$ cat config.mk
export PLATFORM = sky130hd
export DESIGN_NAME = tpba_norm
export DESIGN_NICKNAME = d
export VERILOG_FILES = /design/src/hw/rtl/tpba_pkg.sv /design/src/hw/rtl/tpba_norm.sv
export SDC_FILE = /design/constraint.sdc
export NUM_CORES = 1
export LEC_CHECK = 0
export BUFFER_PORTS_ARGS = -buffer_cell sky130_fd_sc_hd__buf_2
export CAP_MARGIN = 10
export CORE_UTILIZATION = 25
export DETAILED_ROUTE_END_ITERATION = 16
export PLACE_DENSITY = 0.36
export SYNTH_ARGS = -nofsm -noshare
export SYNTH_HDL_FRONTEND = slang
export SYNTH_SLANG_ARGS = --single-unit
$ cat constraint.sdc
create_clock -name clk -period 6.2 [get_ports clk]
set_input_delay 1.24 -clock clk [delete_from_list [all_inputs] [get_ports clk]]
set_output_delay 1.24 -clock clk [all_outputs]
set_load 0.005 [all_outputs]
$ cat src/hw/rtl/tpba_pkg.sv
// tangent plane bearing: shared widths, flag struct and the cordic arctangent table
// no dependencies
`timescale 1ns / 1ps

package tpba_pkg;

    localparam int COMPONENT_BITS_DEF  = 16;
    localparam int ANGLE_FRAC_BITS_DEF = 6;
    localparam int CORDIC_STAGES_DEF   = 16;

    // working width of one vector component
    localparam int WORK_W = 16;
    // width of c and of the scaled cross term
    localparam int CW = 52;
    // width of the cordic x / y datapath
    localparam int XW = 34;
    localparam int ANG_W = 32;
    localparam int POS_W = 6;
    // bit position the larger magnitude is normalized to
    localparam int TARGET_MSB = 29;
    localparam logic [ANG_W-1:0] HALF_TURN = 32'h8000_0000;
    localparam int FULL_W = 21;

    typedef struct packed {
        logic degen;
        logic zero_s;
        logic c_neg;
    } tpba_flags_t;

    // round(atan(2^-i) * 2^32 / (2*pi))
    function automatic logic [ANG_W-1:0] atan_coef(input int idx);
        logic [ANG_W-1:0] r;
        begin
            case (idx)
                0:  r = 32'd536870912;
                1:  r = 32'd316933406;
                2:  r = 32'd167458907;
                3:  r = 32'd85004756;
                4:  r = 32'd42667331;
                5:  r = 32'd21354465;
                6:  r = 32'd10679838;
                7:  r = 32'd5340245;
                8:  r = 32'd2670163;
                9:  r = 32'd1335087;
                10: r = 32'd667544;
                11: r = 32'd333772;
                12: r = 32'd166886;
                13: r = 32'd83443;
                14: r = 32'd41722;
                15: r = 32'd20861;
                16: r = 32'd10430;
                17: r = 32'd5215;
                18: r = 32'd2608;
                19: r = 32'd1304;
                20: r = 32'd652;
                21: r = 32'd326;
                22: r = 32'd163;
                23: r = 32'd81;
                24: r = 32'd41;
                25: r = 32'd20;
                26: r = 32'd10;
                27: r = 32'd5;
                28: r = 32'd3;
                29: r = 32'd1;
                30: r = 32'd1;
                default: r = 32'd0;
            endcase
            return r;
        end
    endfunction

endpackage

$ cat src/hw/rtl/tpba_norm.sv
// normalizer: scales (c, -s) so the larger magnitude sits at bit 29, folds
// the left half plane onto the right; four stages
// depends on tpba_pkg
`timescale 1ns / 1ps

module tpba_norm
    import tpba_pkg::*;
(
    input  logic                    clk,
    input  logic [3:0]              en,
    input  logic signed [CW-1:0]    c_in,
    input  logic signed [CW-1:0]    ny_in,
    input  logic                    degen_in,
    output logic signed [XW-1:0]    x_out,
    output logic signed [XW-1:0]    y_out,
    output logic [ANG_W-1:0]        ang_out,
    output tpba_flags_t             flags_out
);

    logic signed [CW-1:0] abs_c, abs_s;
    logic [CW-1:0]        m_next, m_reg;
    logic signed [CW-1:0] xa_reg, ya_reg, xb_reg, yb_reg;
    tpba_flags_t          fa_reg, fa_next, fb_reg, fc_reg, fd_reg;
    logic [POS_W-1:0]     pos_next, pos_reg;
    logic signed [CW-1:0] xs_wide, ys_wide;
    logic signed [XW-1:0] xc_reg, yc_reg, xd_reg, yd_reg, xd_next, yd_next;
    logic [ANG_W-1:0]     angd_reg, angd_next;

    // stage a: larger magnitude
    always_comb
    begin
        abs_c = (c_in < 0) ? -c_in : c_in;
        abs_s = (ny_in < 0) ? -ny_in : ny_in;
        m_next = (abs_c > abs_s) ? abs_c : abs_s;
        fa_next.degen  = degen_in;
        fa_next.zero_s = (ny_in == '0);
        fa_next.c_neg  = (c_in < 0);
    end

    // stage b: leading one position
    always_comb
    begin
        pos_next = '0;
        for (int k = 0; k < CW; k++)
        begin
            if (m_reg[k])
                pos_next = POS_W'(k);
        end
    end

    // stage c: shift to the target position
    always_comb
    begin
        if (pos_reg >= POS_W'(TARGET_MSB))
        begin
            xs_wide = xb_reg >>> (pos_reg - POS_W'(TARGET_MSB));
            ys_wide = yb_reg >>> (pos_reg - POS_W'(TARGET_MSB));
        end
        else
        begin
            xs_wide = xb_reg <<< (POS_W'(TARGET_MSB) - pos_reg);
            ys_wide = yb_reg <<< (POS_W'(TARGET_MSB) - pos_reg);
        end
    end

    // stage d: fold left half plane, start at a half turn when folded
    always_comb
    begin
        if (xc_reg < 0)
        begin
            xd_next   = -xc_reg;
            yd_next   = -yc_reg;
            angd_next = HALF_TURN;
        end
        else
        begin
            xd_next   = xc_reg;
            yd_next   = yc_reg;
            angd_next = '0;
        end
    end

    always_ff @(posedge clk)
    begin
        if (en[0])
        begin
            m_reg  <= m_next;
            xa_reg <= c_in;
            ya_reg <= ny_in;
            fa_reg <= fa_next;
        end
        if (en[1])
        begin
            pos_reg <= pos_next;
            xb_reg  <= xa_reg;
            yb_reg  <= ya_reg;
            fb_reg  <= fa_reg;
        end
        if (en[2])
        begin
            xc_reg <= xs_wide[XW-1:0];
            yc_reg <= ys_wide[XW-1:0];
            fc_reg <= fb_reg;
        end
        if (en[3])
        begin
            xd_reg   <= xd_next;
            yd_reg   <= yd_next;
            angd_reg <= angd_next;
            fd_reg   <= fc_reg;
        end
    end

    assign x_out     = xd_reg;
    assign y_out     = yd_reg;
    assign ang_out   = angd_reg;
    assign flags_out = fd_reg;

endmodule

After elaboration in Yosys (flattened, before gate mapping)
Index checks and enable logic that the tools add are counted.

Output and inout port bits: 103. Word-level logic and storage cells: 103. Bits in registers: 446.

Magnitude comparators: 5. $add $sub $neg: 6. Shift operators: 4. Multiplexer cells: 58. Reduce and logical (&&, ||, !) cells: 4.

Operator list (count): $mux W6 (30); $mux W52 (3); $mux W34 (4); $lt A52 B1 Y1 const B (2); $neg A52 Y52 (2); $sshl A52 B6 Y34 (2); $sshr A52 B6 Y34 (2); $mux W5 (16); $neg A34 Y34 (2); $gt A52 B52 Y1 (1); $logic_not A52 Y1 (1); $lt A34 B1 Y1 const B (1); $mux W32 (1); $reduce_or A20 Y1 (1); $ge A6 B5 Y1 const B (1); $sub A5 B6 Y6 const A (1); $sub A6 B5 Y6 const B (1); $mux W2 (2); $reduce_or A4 Y1 (1); $mux W1 (2); $reduce_or A2 Y1 (1).

Longest topological paths before layout
Word-level depth: 50. Mapped depth: 18. Gate-level depth less buffers: 16.

Worst setup path before layout
OpenSTA, ideal clock, no wires.

Kind: in2reg. Start point: input port ny_in[29]. End point: register m_reg[10] (data pin). Arrival time: 5.402 ns. Cell stages on the path: 15. Setup slack: 0.519 ns. Required time: 5.921 ns. Cell sequence: or4_4 > or3_1 > or4_4 > or3_4 > or4_4 > ha_1 > nand2_1 > nor3_1 > nand3_1 > nor4_1 > a2111oi_0 > a21boi_0 > clkbuf_1 > buf_1 > mux2i_1.

Word-level cells in the longest chain between the ends: 4.

RTL lines: from (decl) (RTL line tpba_norm.sv:12) `input logic signed [CW-1:0] ny_in,`; $neg A52 Y52 / $lt A52 B1 Y1 (equally long branches) (RTL line tpba_norm.sv:33) `abs_s = (ny_in < 0) ? -ny_in : ny_in;`; $mux W52 (*) (RTL line tpba_norm.sv:33); $gt A52 B52 Y1 (RTL line tpba_norm.sv:34) `m_next = (abs_c > abs_s) ? abs_c : abs_s;`; $mux W52 (*) (RTL line tpba_norm.sv:34); via m_next[10] (RTL line tpba_norm.sv:21) `logic [CW-1:0] m_next, m_reg;`; to (signal assigned) (RTL line tpba_norm.sv:87) `m_reg <= m_next;`; to (decl) (RTL line tpba_norm.sv:21).

The timed path passes the listed nets; every way through them passes the cells marked *. A chain may end at the register's enable or synchronous reset.

Worst setup path in the final report
Start point: input port ny_in[13]. End point: register m_reg[1] (data pin).

The elaborated chain is that of the path after synthesis.

==> metrics.md <==
| Metric | Value |
|---|---|
| Status | `completed` |
| Input/output buffers | `about 180` |
| Worst slew pin tran | `about 1300 ps` |
| Mapped Cells | `2568` |
| Skew-Pair Late Insertion Delay | `approximately 630 ps` |
| Placer Congestion | `0.900` |
| Vias in the first global route | `21800` |
| Unique masters post-synth | `67` |
| Seq/Total Area, Yosys | `44.0%` |
| Synth area leaders | `edfxtp_1 (44%), mux4_2 (12%), mux2i_1 (5.7%)` |
| Synth top area share | `44.0%` |
| Proportion of synthesized area in mux cells | `18.8%` |
| Largest net degree at the start of global routing | `86` |
| Post-synth top cells | `edfxtp_1 (412), nand2_1 (356), mux2i_1 (160), o21ai_0 (160), mux4_2 (148)` |
| CTS Buf Count | `50` |
| Largest family of logic cells by synthesized area | `multiplexers` |
| Die ar. | `0.114 mm^2` |
| DR WL/cell | `25.8 um` |
| Initial core utilization | `25.3%` |
| I/O pins | `213` |
| Slew HR | `16.1%` |
| Period utilisation layout | `91.2%` |
| H-tree depth | `2` |
| Unrepaired setup endpoints after global routing | `false` |
| Mapped Area | `0.0281 mm^2` |
| Vias/cell | `5.17` |
| VDD IR max | `189 uV` |
| Count leader, synth | `edfxtp_1` |
| Hold slack | `roughly 420 ps` |
| Tot Pwr | `9.88 mW` |
| Total GRT Usage | `18.9%` |
| Core Area | `~0.11 mm^2` |
| Synth Register Bits | `~410` |
| # setup viols final | `0` |
| Area leader, netlist | `edfxtp_1` |
| Final core utilization | `29.4%` |
| Crit path required time | `6670 ps` |
| CTS tree | `built` |
| Non-Filler Instances | `approximately 4300` |
| Die X | `337 um` |
| Global-route wire length before repair | `around 160 mm` |
| Final instance area | `0.0326 mm^2` |
| DP Wirelength | `87.3 mm` |
| Antenna violations before repair | `6` |
| Crit. Startpoint | `ny_in[13]` |
| Simple-gate share of the synthesized area | `11.9%` |
| Setup Buffers After CTS | `0` |
| Residual DRC | `0` |
| Clock sink count | `412` |
| Compound-gate portion of the synthesized area | `13.0%` |
| Tmin final | `5660 ps` |
| Root Buffer | `clkbuf_16` |
| Cell Pwr Density | `303 mW/mm^2` |
| Critical path class | `primary input to register` |
| Drt pass-1 iters | `8` |
| 1st-iter DRT viols | `between 1500 and 2000` |
| Leakage | `11.9 nW` |
| Max Slew Vio Count | `0` |
| CP startpoint kind | `primary input` |
| Post-Synth Adder-Cell Area | `2.72%` |
| Remaining global-route overflow | `0` |
| FP Rows | `around 120` |
| Cts hold-fix bufs | `0` |
| Fmax | `177 MHz` |
| Avg Inst Size Synth | `10.9 um^2` |
| Clock Skews | `33.6 ps` |
| Clock transition at path regs | `60 ps` |
| Crit path arrival time | `6120 ps` |
| Drt total wl | `110 mm` |
| Critical path endpoint category | `register` |
| Maxcap violations | `0` |
| Die Ht | `337 um` |
| Main synth FF type | `edfxtp_1` |
| DP Cell Count | `roughly 4200` |
| Max clock buf depth | `3` |
| Placed inst area | `slightly above 0.03 mm^2` |
| Hold Path Class | `register to register` |
| Number of flops mapped to enable cells by yosys | `412` |
| CTS resizes | `0` |
| Xor and xnor area share after synthesis | `5.36%` |
| Hold Fails Final Rpt | `0` |
| Max Fanout on Critical Path | `10` |
| Layout cells sized above 1 | `20.1%` |
| RR Startpoint | `pos_reg[0]$_SDFFCE_PP1P_` |
| DR vias | `22000` |
| Hold_sp | `fc_reg[1]$_DFFE_PP_` |
| Synth Warn # | `0` |
| Fill cells | `around 12000` |
| Area delta synth->final | `16.1%` |
| Final net count | `2891` |
| Post-synth ARST share | `0%` |
| ANT nets after route | `0` |
## logic make-up after synthesis
logic type	count (synthesis)
muxes	338
DFF	412
buffers and inverters	277
other	1
adders and majority gates	61
xor gates and xnor gates	172
AOI/OAI and AO/OA	568
and+or+nand+nor	739
## final cells by class
type / instances / area [um^2] / area share (%)
Multi-Input combinational cell: 1909 / 14800 / 45.4
Sequential cell: 412 / 12400 / 37.9
Tap cell: 1488 / 1860 / 5.71
Timing Repair Buffer: 265 / 1660 / 5.09
Clock buffer: 58 / 1280 / 3.93
Clock inverter: 35 / 323 / 0.989
Inverter: 82 / 308 / 0.943
Antenna cell: 4 / 10.0 / 0.0307
## path summary, 6_finish.rpt
check             slack [ps]                     end  depth (start not counted)
hold reg to reg          420  flags_out[1]$_DFFE_PP_                          0
hold / removal           420  flags_out[1]$_DFFE_PP_                          0
setup reg to reg        2010    yc_reg[30]$_DFFE_PP_                          9
setup / recovery         540      m_reg[1]$_DFFE_PP_                         16
## through the flow
| stage | TNS, ps | setup WS [ps] |
|---|---|---|
| after floorplan | 0 | 519 |
| after global placement | -2140 | -77.1 |
| after detailed placement | -2090 | -92.7 |
| after CTS | 0 | 566 |
| after global routing | 0 | 269 |
| final | 0 | 544 |
## layer usage
| layer | track usage (%) | share of wire (%) |
|---|---|---|
| met3 | 2.01 | 4.9 |
| met2 | 31.2 | 47 |
| met5 | 0 | 0 |
| met4 | 7.31 | 4.0 |
| met1 | 25.4 | 44 |
## worst max-delay path, stage by stage
cell	delay [ps]
buf_2	110
or3_1	500
nand4b_1	410
or4_4	650
or3_4	390
or4_4	490
ha_1	320
nand2_1	60
nor3_1	330
nand3_1	160
nor4_1	280
a2111oi_0	110
buf_4	180
a21boi_4	340
buf_4	300
mux2i_1	220
## cells in the final DEF, fill, tap and decap left out, types with 8 or more instances in the layout
| cell | instances |
|---|---|
| inv_1 | 80 |
| o22ai_1 | 25 |
| mux2_2 | 30 |
| nand2b_1 | 16 |
| or2_2 | 9 |
| or4_1 | 22 |
| xor2_1 | 101 |
| nor3_1 | 36 |
| ha_1 | 60 |
| o21ai_0 | 159 |
| clkbuf_1 | 8 |
| o41ai_1 | 24 |
| nor4_1 | 29 |
| and2_1 | 10 |
| clkinv_2 | 14 |
| clkbuf_16 | 50 |
| nor2_1 | 133 |
| o31ai_1 | 44 |
| conb_1 | 31 |
| xnor2_1 | 62 |
| mux2i_1 | 160 |
| nand4_1 | 10 |
| buf_12 | 9 |
| a21oi_1 | 121 |
| edfxtp_1 | 412 |
| or3_1 | 23 |
| buf_4 | 77 |
| and3_1 | 13 |
| mux4_2 | 148 |
| nor2b_1 | 9 |
| nand2_1 | 356 |
| nand3_1 | 57 |
| a21o_1 | 8 |
| o221ai_1 | 11 |
| o211ai_1 | 36 |
| buf_2 | 178 |
| a311oi_1 | 10 |
| a211oi_1 | 40 |
| a31oi_1 | 21 |
## where the power goes
group	internal (mW)	leakage [nW]	switching (mW)	total (mW)
logic	1.22	7.08	1.99	3.21
clock network	1.66	0.785	1.23	2.89
registers	3.50	4.04	0.277	3.77
No activity file was read; power rests on OpenSTA's default activity.
